### config.mk
export PLATFORM = sky130hd
export DESIGN_NAME = fbmt_ctrl
export DESIGN_NICKNAME = d
export VERILOG_FILES = /design/src/design/fbmt_pkg.sv /design/src/design/fbmt_ctrl.sv
export SDC_FILE = /design/constraint.sdc
export NUM_CORES = 1
export LEC_CHECK = 0
export ABC_AREA = 1
export ABC_CLOCK_PERIOD_IN_PS = 3200
export BUFFER_PORTS_ARGS = -buffer_cell sky130_fd_sc_hd__buf_4
export CORE_MARGIN = 2
export CORE_UTILIZATION = 30
export CTS_CLUSTER_SIZE = 25
export DETAILED_ROUTE_END_ITERATION = 10
export MAX_ROUTING_LAYER = met4
export PLACE_DENSITY = 0.55
export SLEW_MARGIN = 20
export SYNTH_ARGS = -nofsm -noshare
export SYNTH_HDL_FRONTEND = slang
export SYNTH_SLANG_ARGS = --single-unit
### constraint.sdc
create_clock -name i_clk -period 3.2 [get_ports i_clk]
set_input_delay 0.64 -clock i_clk [delete_from_list [all_inputs] [get_ports i_clk]]
set_output_delay 0.64 -clock i_clk [all_outputs]
set_load 0.01 [all_outputs]
### src/design/fbmt_pkg.sv
// ----------------------------------------------------------------------------
// fbmt_pkg
// Shared geometry constants, codes, state and command types of the flash
// block map translation controller.
// ----------------------------------------------------------------------------
package fbmt_pkg;

    // Flash geometry.
    localparam int TOTAL_BLOCKS   = 64;
    localparam int PAGES_PER_BLK  = 32;
    localparam int INPLACE_PAGES  = 24;
    localparam int LOGICAL_BLOCKS = 48;

    localparam int TOTAL_PAGES = TOTAL_BLOCKS * PAGES_PER_BLK;
    localparam int SECTORS     = LOGICAL_BLOCKS * INPLACE_PAGES;

    // Field and index widths.
    localparam int SEC_W  = 12;
    localparam int PAGE_W = 11;
    localparam int TAG_W  = SEC_W + 1;
    localparam int BLK_W  = $clog2(TOTAL_BLOCKS);
    localparam int IDX_W  = $clog2(PAGES_PER_BLK);
    localparam int LB_W   = $clog2(LOGICAL_BLOCKS);
    localparam int OFF_W  = $clog2(INPLACE_PAGES);
    localparam int TPG_W  = $clog2(TOTAL_PAGES);

    // Division by the in-place page count through a reciprocal.
    localparam int DIV_SH    = 16;
    localparam int DIV_RECIP = ((1 << DIV_SH) + INPLACE_PAGES - 1) / INPLACE_PAGES;
    localparam int RECIP_W   = $clog2(DIV_RECIP + 1);
    localparam int QW        = $clog2(((1 << SEC_W) - 1) / INPLACE_PAGES + 2);
    localparam int P2_W      = QW + OFF_W;

    typedef enum logic [1:0] {
        OP_READ    = 2'd0,
        OP_PROGRAM = 2'd1,
        OP_COPY    = 2'd2,
        OP_ERASE   = 2'd3
    } t_op;

    typedef enum logic [1:0] {
        ST_OK     = 2'd0,
        ST_RANGE  = 2'd1,
        ST_NOFREE = 2'd2
    } t_status;

    // Block and page selects that form the tag memory address.
    typedef enum logic [1:0] {BS_PB, BS_SPARE, BS_NB} t_blk_sel;
    typedef enum logic [1:0] {PS_IDX, PS_OFF, PS_DOFF, PS_ZERO} t_pg_sel;
    typedef enum logic [1:0] {WD_MINE, WD_HOLD, WD_ZERO} t_wd_sel;
    typedef enum logic [2:0] {
        IX_HOLD, IX_INC, IX_DEC, IX_TOP, IX_INPLACE, IX_ZERO
    } t_idx_op;

    typedef enum logic [4:0] {
        S_CLEAR, S_IDLE, S_DIV1, S_DIV2, S_CHECK, S_MAP,
        S_RD_REQ, S_RD_CHK, S_RD_OFF_REQ, S_RD_OFF_CHK,
        S_ALLOC, S_WIP_REQ, S_WIP_CHK, S_OOP_REQ, S_OOP_CHK,
        S_M1_REQ, S_M1_CHK, S_M1_DIV1, S_M1_DIV2, S_M1_DREQ, S_M1_DCHK, S_M1_NEXT,
        S_M2_REQ, S_M2_CHK, S_M2_DREQ, S_M2_DCHK, S_M2_NEXT,
        S_ERASE, S_ERASE_EMIT, S_FINAL
    } t_state;

    // Commands from the controller to the datapath.
    typedef struct packed {
        logic     load;
        logic     div_start;
        logic     div_src;
        logic     take_sector;
        logic     take_tag;
        logic     map_rd;
        logic     tag_rd;
        logic     tag_wr;
        logic     clr;
        t_blk_sel blk_sel;
        t_pg_sel  pg_sel;
        t_wd_sel  wd_sel;
        t_idx_op  idx_op;
        logic     hold_ld;
        logic     nb_clr;
        logic     nb_inc;
        logic     nb_from_spare;
        logic     alloc_commit;
        logic     merge_commit;
        logic     emit;
        t_op      op;
        logic     addr_en;
        logic     src_en;
        logic     found;
        t_status  status;
        logic     last;
    } t_dp_cmd;

    // Status from the datapath to the controller.
    typedef struct packed {
        logic cmd_write;
        logic in_range;
        logic mapped;
        logic tag_written;
        logic tag_mine;
        logic blk_free;
        logic nb_last;
        logic idx_top;
        logic idx_inplace;
        logic idx_inplace_m1;
        logic clr_last;
        logic out_ready;
    } t_dp_stat;

endpackage

### src/design/fbmt_ctrl.sv
// ----------------------------------------------------------------------------
// fbmt_ctrl
// Request sequencer: decodes reads and writes, runs the free page and free
// block scans, the merge into the spare block and the erase sweep.
// ----------------------------------------------------------------------------
module fbmt_ctrl (
    input  logic              i_clk,
    input  logic              i_rst_n,
    input  logic              i_in_valid,
    input  fbmt_pkg::t_dp_stat i_stat,
    output fbmt_pkg::t_dp_cmd  o_cmd,
    output logic              o_idle
);
    import fbmt_pkg::*;

    t_state  r_state;
    t_state  n_state;
    t_dp_cmd c;
    logic    rdy;

    // State register.
    always_ff @(posedge i_clk) begin
        if (!i_rst_n) begin
            r_state <= S_CLEAR;
        end else begin
            r_state <= n_state;
        end
    end

    // Next state and datapath commands. Side effects of a result, but for the
    // erase sweep, are only issued when the output register takes the result.
    always_comb begin
        c       = '0;
        n_state = r_state;
        rdy     = i_stat.out_ready;
        case (r_state)
            S_CLEAR: begin
                c.clr    = 1'b1;
                c.tag_wr = 1'b1;
                if (i_stat.clr_last) n_state = S_IDLE;
            end
            S_IDLE: begin
                if (i_in_valid) begin
                    c.load  = 1'b1;
                    n_state = S_DIV1;
                end
            end
            S_DIV1: begin
                c.div_start = 1'b1;
                n_state     = S_DIV2;
            end
            S_DIV2: begin
                c.take_sector = 1'b1;
                n_state       = S_CHECK;
            end
            S_CHECK: begin
                if (!i_stat.in_range) begin
                    c.emit   = rdy;
                    c.op     = i_stat.cmd_write ? OP_PROGRAM : OP_READ;
                    c.status = ST_RANGE;
                    c.last   = 1'b1;
                    if (rdy) n_state = S_IDLE;
                end else begin
                    c.map_rd = 1'b1;
                    n_state  = S_MAP;
                end
            end
            S_MAP: begin
                if (!i_stat.cmd_write) begin
                    if (!i_stat.mapped) begin
                        c.emit = rdy;
                        c.op   = OP_READ;
                        c.last = 1'b1;
                        if (rdy) n_state = S_IDLE;
                    end else begin
                        c.idx_op = IX_TOP;
                        n_state  = S_RD_REQ;
                    end
                end else if (!i_stat.mapped) begin
                    c.nb_clr = 1'b1;
                    n_state  = S_ALLOC;
                end else begin
                    n_state = S_WIP_REQ;
                end
            end
            // Read: newest out-of-place copy first, then the in-place page.
            S_RD_REQ: begin
                c.tag_rd = 1'b1;
                n_state  = S_RD_CHK;
            end
            S_RD_CHK: begin
                if (i_stat.tag_mine) begin
                    c.emit    = rdy;
                    c.op      = OP_READ;
                    c.addr_en = 1'b1;
                    c.found   = 1'b1;
                    c.last    = 1'b1;
                    if (rdy) n_state = S_IDLE;
                end else if (i_stat.idx_inplace) begin
                    n_state = S_RD_OFF_REQ;
                end else begin
                    c.idx_op = IX_DEC;
                    n_state  = S_RD_REQ;
                end
            end
            S_RD_OFF_REQ: begin
                c.tag_rd = 1'b1;
                c.pg_sel = PS_OFF;
                n_state  = S_RD_OFF_CHK;
            end
            S_RD_OFF_CHK: begin
                c.emit    = rdy;
                c.op      = OP_READ;
                c.pg_sel  = PS_OFF;
                c.addr_en = i_stat.tag_mine;
                c.found   = i_stat.tag_mine;
                c.last    = 1'b1;
                if (rdy) n_state = S_IDLE;
            end
            // First write to a logical block: scan for a free block.
            S_ALLOC: begin
                if (i_stat.blk_free) begin
                    c.emit         = rdy;
                    c.op           = OP_PROGRAM;
                    c.blk_sel      = BS_NB;
                    c.pg_sel       = PS_OFF;
                    c.addr_en      = 1'b1;
                    c.last         = 1'b1;
                    c.tag_wr       = rdy;
                    c.wd_sel       = WD_MINE;
                    c.alloc_commit = rdy;
                    if (rdy) n_state = S_IDLE;
                end else if (i_stat.nb_last) begin
                    c.emit   = rdy;
                    c.op     = OP_PROGRAM;
                    c.status = ST_NOFREE;
                    c.last   = 1'b1;
                    if (rdy) n_state = S_IDLE;
                end else begin
                    c.nb_inc = 1'b1;
                end
            end
            // Write to a mapped block: in-place page, then out-of-place pages.
            S_WIP_REQ: begin
                c.tag_rd = 1'b1;
                c.pg_sel = PS_OFF;
                n_state  = S_WIP_CHK;
            end
            S_WIP_CHK: begin
                c.pg_sel = PS_OFF;
                if (!i_stat.tag_written) begin
                    c.emit    = rdy;
                    c.op      = OP_PROGRAM;
                    c.addr_en = 1'b1;
                    c.last    = 1'b1;
                    c.tag_wr  = rdy;
                    if (rdy) n_state = S_IDLE;
                end else begin
                    c.idx_op = IX_INPLACE;
                    n_state  = S_OOP_REQ;
                end
            end
            S_OOP_REQ: begin
                c.tag_rd = 1'b1;
                n_state  = S_OOP_CHK;
            end
            S_OOP_CHK: begin
                if (!i_stat.tag_written) begin
                    c.emit    = rdy;
                    c.op      = OP_PROGRAM;
                    c.addr_en = 1'b1;
                    c.last    = 1'b1;
                    c.tag_wr  = rdy;
                    if (rdy) n_state = S_IDLE;
                end else if (i_stat.idx_top) begin
                    n_state = S_M1_REQ;
                end else begin
                    c.idx_op = IX_INC;
                    n_state  = S_OOP_REQ;
                end
            end
            // Merge, first pass: out-of-place pages from the top down.
            S_M1_REQ: begin
                c.tag_rd = 1'b1;
                n_state  = S_M1_CHK;
            end
            S_M1_CHK: begin
                if (i_stat.tag_written && !i_stat.tag_mine) begin
                    c.hold_ld = 1'b1;
                    n_state   = S_M1_DIV1;
                end else begin
                    n_state = S_M1_NEXT;
                end
            end
            S_M1_DIV1: begin
                c.div_start = 1'b1;
                c.div_src   = 1'b1;
                n_state     = S_M1_DIV2;
            end
            S_M1_DIV2: begin
                c.take_tag = 1'b1;
                n_state    = S_M1_DREQ;
            end
            S_M1_DREQ: begin
                c.tag_rd  = 1'b1;
                c.blk_sel = BS_SPARE;
                c.pg_sel  = PS_DOFF;
                n_state   = S_M1_DCHK;
            end
            S_M1_DCHK: begin
                c.blk_sel = BS_SPARE;
                c.pg_sel  = PS_DOFF;
                if (!i_stat.tag_written) begin
                    c.emit    = rdy;
                    c.op      = OP_COPY;
                    c.addr_en = 1'b1;
                    c.src_en  = 1'b1;
                    c.tag_wr  = rdy;
                    c.wd_sel  = WD_HOLD;
                    if (rdy) n_state = S_M1_NEXT;
                end else begin
                    n_state = S_M1_NEXT;
                end
            end
            S_M1_NEXT: begin
                if (i_stat.idx_inplace) begin
                    c.idx_op = IX_ZERO;
                    n_state  = S_M2_REQ;
                end else begin
                    c.idx_op = IX_DEC;
                    n_state  = S_M1_REQ;
                end
            end
            // Merge, second pass: in-place pages into the same slots.
            S_M2_REQ: begin
                c.tag_rd = 1'b1;
                n_state  = S_M2_CHK;
            end
            S_M2_CHK: begin
                if (i_stat.tag_written && !i_stat.tag_mine) begin
                    c.hold_ld = 1'b1;
                    n_state   = S_M2_DREQ;
                end else begin
                    n_state = S_M2_NEXT;
                end
            end
            S_M2_DREQ: begin
                c.tag_rd  = 1'b1;
                c.blk_sel = BS_SPARE;
                n_state   = S_M2_DCHK;
            end
            S_M2_DCHK: begin
                c.blk_sel = BS_SPARE;
                if (!i_stat.tag_written) begin
                    c.emit    = rdy;
                    c.op      = OP_COPY;
                    c.addr_en = 1'b1;
                    c.src_en  = 1'b1;
                    c.tag_wr  = rdy;
                    c.wd_sel  = WD_HOLD;
                    if (rdy) n_state = S_M2_NEXT;
                end else begin
                    n_state = S_M2_NEXT;
                end
            end
            S_M2_NEXT: begin
                if (i_stat.idx_inplace_m1) begin
                    c.idx_op = IX_ZERO;
                    n_state  = S_ERASE;
                end else begin
                    c.idx_op = IX_INC;
                    n_state  = S_M2_REQ;
                end
            end
            // Erase the old block, one page tag a cycle.
            S_ERASE: begin
                c.tag_wr = 1'b1;
                c.wd_sel = WD_ZERO;
                if (i_stat.idx_top) begin
                    n_state = S_ERASE_EMIT;
                end else begin
                    c.idx_op = IX_INC;
                end
            end
            S_ERASE_EMIT: begin
                c.emit    = rdy;
                c.op      = OP_ERASE;
                c.pg_sel  = PS_ZERO;
                c.addr_en = 1'b1;
                if (rdy) begin
                    c.merge_commit  = 1'b1;
                    c.nb_from_spare = 1'b1;
                    n_state         = S_FINAL;
                end
            end
            S_FINAL: begin
                c.emit    = rdy;
                c.op      = OP_PROGRAM;
                c.blk_sel = BS_NB;
                c.pg_sel  = PS_OFF;
                c.addr_en = 1'b1;
                c.last    = 1'b1;
                c.tag_wr  = rdy;
                if (rdy) n_state = S_IDLE;
            end
            default: begin
                n_state = S_IDLE;
            end
        endcase
    end

    assign o_cmd  = c;
    assign o_idle = (r_state == S_IDLE);

endmodule

== After elaboration in Yosys (flattened, before gate mapping) ==
Index checks and enable logic that the tools add are counted.

* Input port bits: 15
* Output and inout port bits: 34
* Word-level logic and storage cells: 140
* Bits in registers: 5

* Muxes and demuxes: 87
* Eq/ne operators: 36
* Reduce and logical (&&, ||, !) cells: 16

{| class="wikitable"
|+ Operator list
! cell !! number
|-
| 5-bit one-hot mux with 29 select lines || 1
|-
| 5-bit 2-to-1 mux || 19
|-
| 5-bit equality test, second input constant || 14
|-
| 5-bit by 4-bit equality test with 1-bit output, second input constant || 8
|-
| 1-bit 2-to-1 mux || 34
|-
| 3-bit 2-to-1 mux || 10
|-
| 3-bit one-hot mux with 9 select lines || 1
|-
| 3-bit one-hot mux with 7 select lines || 1
|-
| 5-bit by 3-bit equality test with 1-bit output, second input constant || 4
|-
| 2-bit 2-to-1 mux || 8
|-
| 4-bit 2-to-1 mux || 4
|-
| 2-bit OR reduction || 8
|-
| 1-bit one-hot mux with 6 select lines || 2
|-
| 2-bit one-hot mux with 3 select lines || 2
|-
| 5-bit by 2-bit equality test with 1-bit output, second input constant || 2
|-
| 3-bit != test, second input constant || 3
|-
| 2-bit != test, second input constant || 4
|-
| 2-bit one-hot mux with 4 select lines || 1
|-
| 4-bit OR reduction || 2
|-
| 8-bit OR reduction || 1
|-
| 7-bit AND reduction || 1
|-
| 6-bit 2-to-1 mux || 1
|-
| 5-bit by 1-bit equality test with 1-bit output, second input constant || 1
|-
| 5-bit zero test || 1
|-
| other kinds (6) || 6
|}

== Longest topological paths before layout ==
Gate-level depths: netlist of run 1.

* Depth in word-level cells: 4
* Mapped depth: 13
* Mapped depth without buffers: 12

== Worst setup path before layout of run 1 ==
No wires, ideal clock.

* Kind: register to output
* Start point: register r_state[2]
* End point: output o_cmd[5] (netlist name)
* Cell stages (with the launch flop): 10
* Path buffers: 1
* Setup slack: 0.993 ns
* Required time: 2.560 ns
* Arrival time: 1.567 ns
* Cell sequence: dfxtp_1 buf_4 inv_1 nor2_1 nand2_1 nor2_1 inv_1 a21boi_0 nor2_1 nand2_1

{| class="wikitable"
|+ RTL lines
! what !! RTL line !! source
|-
| start, declared || fbmt_ctrl.sv:16 || <nowiki>t_state r_state;</nowiki>
|-
| start signal, assigned || fbmt_ctrl.sv:26 || <nowiki>r_state <= n_state;</nowiki>
|-
| end, declared || fbmt_ctrl.sv:11 || <nowiki>output fbmt_pkg::t_dp_cmd o_cmd,</nowiki>
|}

==> flow_summary.json, run 1 <==
{
  "grt_pass1_vias": 1943,
  "start_kind": "flop",
  "layout_setup_ws_ps": 392,
  "cts_resized": 0,
  "async_reset_ff_frac": 0,
  "path_cells": "inv_1, nor2_1, nand2_1, nor2_1, inv_1, a21boi_0, nor2_1, nand2_1, buf_4",
  "io_pins": 49,
  "p_seq_frac": 0.164,
  "die_w_um": 71.0,
  "syn_avg_cell_area_um2": 4.74,
  "die_y_um": 71.0,
  "crit_slowest_cell": "dfxtp_1",
  "dpl-instance-area_mm2": 0.00174,
  "syn_inst": 284,
  "wl_um": 5610,
  "ant_nets": 0,
  "overflow": 0,
  "synthAdderAreaFrac": 0,
  "crit_type": "flop to output pin",
  "tns_ps": 0,
  "worst_slew_margin_rel": 0.715,
  "ys_ff_latch": 5,
  "sw_frac_of_total": 0.526,
  "htreeDepth": 1,
  "initial_utilization": 0.311,
  "postLayoutCellArea_mm2": 0.00178,
  "timing.rr.end": "r_state[0]",
  "cp_data_required_time_ps": 2560,
  "hold_buffers": 0,
  "arrival_ps": 2170,
  "cell_internal_pwr_w": 0.000293,
  "final_cell_mix": "nand2_1 (74), nor2_1 (61), buf_4 (49), inv_1 (44), nand3_1 (38)",
  "yosys.area_share.xor_xnor": 0,
  "fin_crit_sh": 0.878,
  "max_clock_freq_mhz": 356,
  "hold_violations": 0,
  "first_iter_violations": 162,
  "synth_ff_type": "dfxtp_1",
  "synth_compound_gate_area_share": 0.119,
  "grt_max_degree": 12,
  "synth_edf_count": 0,
  "status": "finished, final reports clean",
  "cap_violations": 0,
  "root_buffer": "clkbuf_8",
  "synth_top_family_by_area": "simple AND/OR/NAND/NOR gates",
  "drc": 0,
  "cts_buffers": 3,
  "hold_class": "flop to flop",
  "syn2layout_area_growth_pct": 32.6,
  "place_ws_ps": 699,
  "setup_viol": 0,
  "num_vias": 2056,
  "clock_skew_ps": 3.12,
  "power.leakage_nw": 1.15,
  "p_comb_frac": 0.644,
  "synth_warnings": 0,
  "drv_slew": 0,
  "period_needed_ps": 2810,
  "crit_path_max_fanout": 8,
  "end_kind": "output pin",
  "final_net_count": 347,
  "syn_area_mm2": 0.00135,
  "routedWlPerCell_um": 14.6,
  "tightestPinTransition_ps": 427,
  "total_power_w": 0.000618,
  "grt_pass1_wl_um": 9160,
  "rr_worst_depth": 10,
  "pwr-share-clk": 0.192,
  "drive_above_1_share": 0.196,
  "startpoint": "r_state[2]",
  "grt_util_all_layers": 0.236,
  "cp_common_cell": "nor2_1",
  "core_area_mm2": 0.00432,
  "top_regs": "r_state x5",
  "synth_nets": 299,
  "final_util": 0.412,
  "rsz0062_at_grt": "no",
  "numPortBuffers": 48,
  "dr.pass1.iters": 5,
  "yosys-mux-area-fraction": 0,
  "yosys.area_share.simple": 0.643,
  "cts_tree": "built",
  "clk_path_buf_depth": 2,
  "power.net_switching_w": 0.000325,
  "fp-row-count": 24,
  "via_per_inst": 5.37,
  "synth-seq-area-share": 0.0744,
  "largest_reg_flops": 5,
  "crit_path_end": "o_cmd[5]",
  "hpwl_um": 4760,
  "regMostFlops": "r_state",
  "r2r_setup_slack_ps": 1120,
  "ys_types": 27,
  "r2r_start": "r_state[4]",
  "die_area_mm2": 0.00504,
  "clkSinkCount": 5,
  "finalWeightedCongestion": 0.986,
  "clock_latency_ps": 220,
  "clk_pin_slew_worst_paths_ps": 40,
  "postCtsSetupRepairBufs": 0,
  "antenna_found_initial": 0,
  "critPathMaxStageDelay_ps": 570,
  "max-vdd-ir-drop_uv": 299,
  "p_per_area_mw_per_mm2": 347,
  "antenna_cells": 0,
  "final_common_cell": "nand2_1",
  "hp-start": "r_state[3]"
}
worst max-delay path: cells and delay by family, from the launching register on:
family	cells	cell delay, ps
buf+inv	3	330
simple gates	5	780
flops	1	570
compound gates	1	260
final cells by class:
type,count,area [um^2]
fillers,517,2540
multi-input cells,225,1020
repair buffers,49,368
inverters,48,180
flip-flops and latches,5,100
well taps,52,65.1
clock buffers,4,45.0
through the flow:
| stage | cells | hold WS, ps |
|---|---|---|
| 2_1_floorplan | 284 | 525 |
| 3_3_place_gp | 379 | 588 |
| 3_5_place_dp | 379 | 591 |
| 4_1_cts | 383 | 596 |
| 5_1_grt | 383 | 626 |
| 6_report | 383 | 592 |
cells in the mapped netlist, types with 4 or more instances:
cell	count	share of area
nor2_2	4	0.019
nand3_1	38	0.14
o21ai_0	12	0.045
inv_2	4	0.011
inv_1	44	0.12
buf_4	4	0.022
nor2_1	61	0.17
nor3_1	7	0.026
dfxtp_1	5	0.074
nand2_1	74	0.21
a21oi_1	8	0.030
nand4_1	6	0.028
logic make-up after synthesis:
kind of cell / count (synthesis)
and+or+nand+nor: 197
buffers and inverters: 54
AOI/OAI and AO/OA: 28
DFF: 5
per-layer routing:
| layer | wire, um | vias up | track usage |
|---|---|---|---|
| li1 | - | 1002 | - |
| met3 | 486 | 28 | 0.0356 |
| met4 | 287 | 0 | 0.138 |
| met2 | 2490 | 114 | 0.362 |
| met1 | 2340 | 912 | 0.292 |
| met5 | 0 | - | - |
how the worst min path moves through the flow:
stage                             to  cells past startpoint
after floorplan           r_state[3]                      2
after global placement    r_state[3]                      2
after detailed placement  r_state[3]                      2
after CTS                 r_state[3]                      2
after global routing      r_state[3]                      2
final                     r_state[3]                      2
power by group through the flow:
stage | registers, W | logic, W | clock network [W]
2_1_floorplan | 0.0000826 | 0.000270 | 0
3_3_place_gp | 0.000101 | 0.000402 | 0
3_5_place_dp | 0.000102 | 0.000392 | 0
4_1_cts | 0.000101 | 0.000393 | 0.000121
5_1_grt | 0.000106 | 0.000445 | 0.000123
6_report | 0.000102 | 0.000398 | 0.000119
No activity file was read; power rests on OpenSTA's default activity.
==> run 2: changes to the inputs <==
--- a/config.mk
+++ b/config.mk
@@ -8,12 +8,15 @@
 export ABC_AREA = 1
 export ABC_CLOCK_PERIOD_IN_PS = 3200
 export BUFFER_PORTS_ARGS = -buffer_cell sky130_fd_sc_hd__buf_4
+export CELL_PAD_IN_SITES_DETAIL_PLACEMENT = 0
+export CELL_PAD_IN_SITES_GLOBAL_PLACEMENT = 1
 export CORE_MARGIN = 2
 export CORE_UTILIZATION = 30
+export CTS_BUF_LIST = sky130_fd_sc_hd__clkbuf_16
 export CTS_CLUSTER_SIZE = 25
 export DETAILED_ROUTE_END_ITERATION = 10
 export MAX_ROUTING_LAYER = met4
-export PLACE_DENSITY = 0.55
+export PLACE_DENSITY = 0.81
 export SLEW_MARGIN = 20
 export SYNTH_ARGS = -nofsm -noshare
 export SYNTH_HDL_FRONTEND = slang
==> flow_summary.json, run 2 (synthesis results as in run 1) <==
{
  "cts_buffers": 3,
  "layout_setup_ws_ps": 372,
  "first_iter_violations": 199,
  "cts_tree": "built",
  "postLayoutCellArea_mm2": 0.00182,
  "fill_cells": 522,
  "wl_um": 5880,
  "regArea_um2": 100,
  "dpl-instance-area_mm2": 0.00174,
  "die_area_mm2": 0.00504,
  "cts_resized": 0,
  "final_util": 0.420,
  "final_cell_mix": "nand2_1 (74), nor2_1 (61), buf_4 (49), inv_1 (45), nand3_1 (38)",
  "via_per_inst": 5.23,
  "crit_slowest_cell": "dfxtp_1",
  "status": "finished, final reports clean",
  "path_cells": "inv_1, nor2_1, nand2_1, nor2_1, inv_1, a21boi_0, nor2_1, nand2_1, buf_4",
  "cap_violations": 0,
  "core_area_mm2": 0.00432,
  "largest_reg_flops": 5,
  "max-vdd-ir-drop_uv": 390,
  "worst_slew_margin_rel": 0.715,
  "clk_pin_slew_worst_paths_ps": 30,
  "grtUsageMet2": 0.395,
  "p_per_area_mw_per_mm2": 389,
  "hold_slack_ps": 575,
  "start_kind": "flop",
  "finalWeightedCongestion": 1.01,
  "multi_input_area_mm2": 0.00102,
  "antenna_found_initial": 0,
  "drc": 0,
  "grt_pass1_vias": 1890,
  "cp_data_required_time_ps": 2560,
  "crit_path_max_fanout": 8,
  "dr.pass1.iters": 5,
  "top_usage_layer": "met2",
  "routedWlPerCell_um": 15.4,
  "grt_max_degree": 12,
  "rsz0062_at_grt": "no",
  "syn2layout_area_growth_pct": 35.1,
  "cp_common_cell": "nor2_1",
  "power.leakage_nw": 1.17,
  "clock_latency_ps": 230,
  "critPathMaxStageDelay_ps": 570,
  "root_buffer": "clkbuf_16",
  "die_w_um": 71.0,
  "regMostFlops": "r_state",
  "clk_path_buf_depth": 2,
  "clkSinkCount": 5,
  "drv_slew": 0,
  "place_ws_ps": 627,
  "met3_usage": 0.0185,
  "postCtsSetupRepairBufs": 0,
  "fin_crit_sh": 0.884,
  "ant_nets": 0,
  "numPortBuffers": 48,
  "globalRouteMet1Util": 0.318,
  "antenna_cells": 0,
  "period_needed_ps": 2830,
  "hold_violations": 0,
  "fp-row-count": 24,
  "hold_buffers": 0,
  "hpwl_um": 4920,
  "top_regs": "r_state x5",
  "tightestPinTransition_ps": 427,
  "htreeDepth": 1,
  "final_net_count": 347,
  "initial_utilization": 0.311,
  "die_y_um": 71.0,
  "io_pins": 49,
  "tns_ps": 0,
  "arrival_ps": 2190,
  "setup_viol": 0,
  "grt_pass1_wl_um": 9290,
  "end_kind": "output pin",
  "clock_skew_ps": 0.638,
  "hold_class": "flop to flop",
  "max_clock_freq_mhz": 354,
  "crit_type": "flop to output pin",
  "drive_above_1_share": 0.196,
  "grt_util_all_layers": 0.243,
  "num_vias": 2002,
  "overflow": 0,
  "final_common_cell": "nand2_1"
}
-- run 2: changes by cell type in the layout (fill, tap and decap cells not counted) --
| cell | change |
|---|---|
| clkbuf_8 | -3 |
| inv_1 | +1 |
| clkbuf_1 | -1 |
| clkbuf_16 | +3 |
-- run 2: power by group --
part	internal, W	switching [W]	total [W]
registers	0.0000747	0.0000270	0.000102
logic	0.000133	0.000269	0.000402
clock network	0.000162	0.0000410	0.000203
total	0.000369	0.000337	0.000706
-- run 2: cell type report --
cell class | count | area share
tap | 52 | 0.0358
clock buffer | 3 | 0.0413
sequential | 5 | 0.0551
timing repair buffer | 49 | 0.202
clock inverter | 1 | 0.00207
multi-input combinational | 225 | 0.564
inverter | 48 | 0.0992
-- run 2: worst paths after layout --
path / depth (start not counted) / to / slack [ps] / from
worst max-delay path: 9 / o_cmd[5] / 370 / r_state[2]
worst min-delay path: 2 / r_state[3] / 580 / r_state[3]
worst max register to register: 10 / r_state[0] / 1100 / r_state[0]
worst min register to register: 2 / r_state[3] / 580 / r_state[3]
-- run 2: worst max-delay path, delay by kind of cell (launching register included) --
family          cells  cell delay [ps]
simple gates        5              830
buf+inv             3              320
flops               1              570
compound gates      1              230
-- run 2: layer usage --
metal	routed length, um	part of all wire
met1	2590	0.44
met2	2780	0.47
met3	377	0.064
met4	132	0.022
met5	0	0
-- run 2: stage by stage --
stage / std cells / total power [W]
after floorplan: 284 / 0.000352
after global placement: 379 / 0.000505
after detailed placement: 379 / 0.000498
after CTS: 383 / 0.000704
after global routing: 383 / 0.000762
final: 383 / 0.000706
==> run 3: changes to the inputs <==
--- a/config.mk
+++ b/config.mk
@@ -6,7 +6,7 @@
 export NUM_CORES = 1
 export LEC_CHECK = 0
 export ABC_AREA = 1
-export ABC_CLOCK_PERIOD_IN_PS = 3200
+export ABC_CLOCK_PERIOD_IN_PS = 3600
 export BUFFER_PORTS_ARGS = -buffer_cell sky130_fd_sc_hd__buf_4
 export CELL_PAD_IN_SITES_DETAIL_PLACEMENT = 0
 export CELL_PAD_IN_SITES_GLOBAL_PLACEMENT = 1
==> constraint.sdc (replaced) <==
create_clock -name i_clk -period 3.6 [get_ports i_clk]
set_input_delay 0.72 -clock i_clk [delete_from_list [all_inputs] [get_ports i_clk]]
set_output_delay 0.72 -clock i_clk [all_outputs]
set_load 0.01 [all_outputs]
==> flow_summary.json, run 3 (synthesis results as in run 1) <==
{
  "final_cells": 383,
  "drv_slew": 0,
  "cp_data_required_time_ps": 2880,
  "clk_path_buf_depth": 2,
  "fp-row-count": 24,
  "cts_tree": "built",
  "fin_crit_sh": 0.800,
  "hold_class": "flop to flop",
  "cts_buffers": 3,
  "postCtsSetupRepairBufs": 0,
  "r2r_setup_slack_ps": 1540,
  "overflow": 0,
  "die_y_um": 71.0,
  "power.leakage_nw": 1.17,
  "clock_latency_ps": 220,
  "io_pins": 49,
  "root_buffer": "clkbuf_16",
  "core_area_mm2": 0.00432,
  "hp-start": "r_state[3]",
  "worst_slew_margin_rel": 0.717,
  "largest_reg_flops": 5,
  "start_kind": "flop",
  "via_per_inst": 5.24,
  "antenna_found_initial": 0,
  "hold_buffers": 0,
  "antenna_cells": 0,
  "htreeDepth": 1,
  "max-vdd-ir-drop_uv": 371,
  "cts_resized": 0,
  "dr.pass1.iters": 5,
  "regMostFlops": "r_state",
  "holdPathEnd": "r_state[3]",
  "die_area_mm2": 0.00504,
  "numPortBuffers": 48,
  "die_w_um": 71.0,
  "p_per_area_mw_per_mm2": 341,
  "max_clock_freq_mhz": 347,
  "crit_path_max_fanout": 8,
  "hold_violations": 0,
  "clkSinkCount": 5,
  "post-place-cells": 379,
  "final_common_cell": "nand2_1",
  "initial_utilization": 0.311,
  "ant_nets": 0,
  "arrival_ps": 2160,
  "status": "finished, final reports clean",
  "grt_pass1_wl_um": 9240,
  "period_needed_ps": 2880,
  "r2r_start": "r_state[2]",
  "layout_setup_ws_ps": 718,
  "final_cell_mix": "nand2_1 (74), nor2_1 (61), buf_4 (49), inv_1 (45), nand3_1 (38)",
  "grt_max_degree": 12,
  "end_kind": "output pin",
  "first_iter_violations": 228,
  "num_vias": 2007,
  "rsz0062_at_grt": "no",
  "wl_um": 5750,
  "setup_viol": 0,
  "drive_above_1_share": 0.196,
  "hpwl_um": 4840,
  "grt_pass1_vias": 1939,
  "place_ws_ps": 973,
  "grt_util_all_layers": 0.237,
  "final_util": 0.420,
  "syn2layout_area_growth_pct": 35.1,
  "tightestPinTransition_ps": 424,
  "final_net_count": 347,
  "timing.rr.end": "r_state[2]",
  "finalWeightedCongestion": 1.01,
  "crit_type": "flop to output pin",
  "routedWlPerCell_um": 15.0,
  "clock_skew_ps": 1.57,
  "drc": 0,
  "tns_ps": 0,
  "cap_violations": 0,
  "rr_worst_depth": 10,
  "whs_path_depth": 2,
  "clk_pin_slew_worst_paths_ps": 30,
  "top_regs": "r_state x5"
}
-- run 3: per-layer routing --
layer  global-route usage  part of all wire  up-vias  wire length, um
li1                     -                 -      995                -
met1                0.311              0.43      893             2440
met2                0.366              0.46      103             2630
met3               0.0171             0.079       16              454
met4                0.119             0.039        0              224
met5                    -                 0        -                0
-- run 3: how the worst max path moves through the flow --
stage               slack (ps)        to        from  cells past startpoint
detailed placement         970  o_cmd[5]  r_state[2]                      9
floorplan                 1310  o_cmd[5]  r_state[2]                      9
global route               610  o_cmd[5]  r_state[2]                      9
global placement          1050  o_cmd[5]  r_state[2]                      9
CTS                        720  o_cmd[5]  r_state[2]                      9
finish                     720  o_cmd[5]  r_state[2]                      9
-- run 3: critical path, stage by stage (launching register included) --
cell and delay [ps]:
dfxtp_1 570, inv_1 150, nor2_1 300, nand2_1 170
nor2_1 220, inv_1 60, a21boi_0 210, nor2_1 60
nand2_1 70, buf_4 110
-- run 3: per-stage QoR --
| stage | power (W) | instance area (um^2) | hold slack (ps) |
|---|---|---|---|
| after CTS | 0.000619 | 1820 | 569 |
| after global placement | 0.000449 | 1740 | 568 |
| final | 0.000620 | 1820 | 574 |
| after floorplan | 0.000313 | 1350 | 525 |
| after global routing | 0.000667 | 1820 | 603 |
| after detailed placement | 0.000440 | 1740 | 562 |
-- run 3: layout make-up --
| type | count | area (um^2) |
|---|---|---|
| timing repair buffer | 49 | 368 |
| fill | 503 | 2510 |
| clock inverter | 1 | 3.75 |
| tap | 52 | 65.1 |
| multi-input combinational | 225 | 1020 |
| sequential | 5 | 100 |
| inverter | 48 | 180 |
| clock buffer | 3 | 75.1 |
-- run 3: where the power goes --
| group | total (W) | switching [W] | internal, W | leakage (nW) |
|---|---|---|---|---|
| combinational | 0.000355 | 0.000237 | 0.000118 | 1.09 |
| clock | 0.000176 | 0.0000323 | 0.000143 | 0.0423 |
| sequential | 0.0000896 | 0.0000232 | 0.0000664 | 0.0407 |
| total | 0.000620 | 0.000292 | 0.000328 | 1.17 |
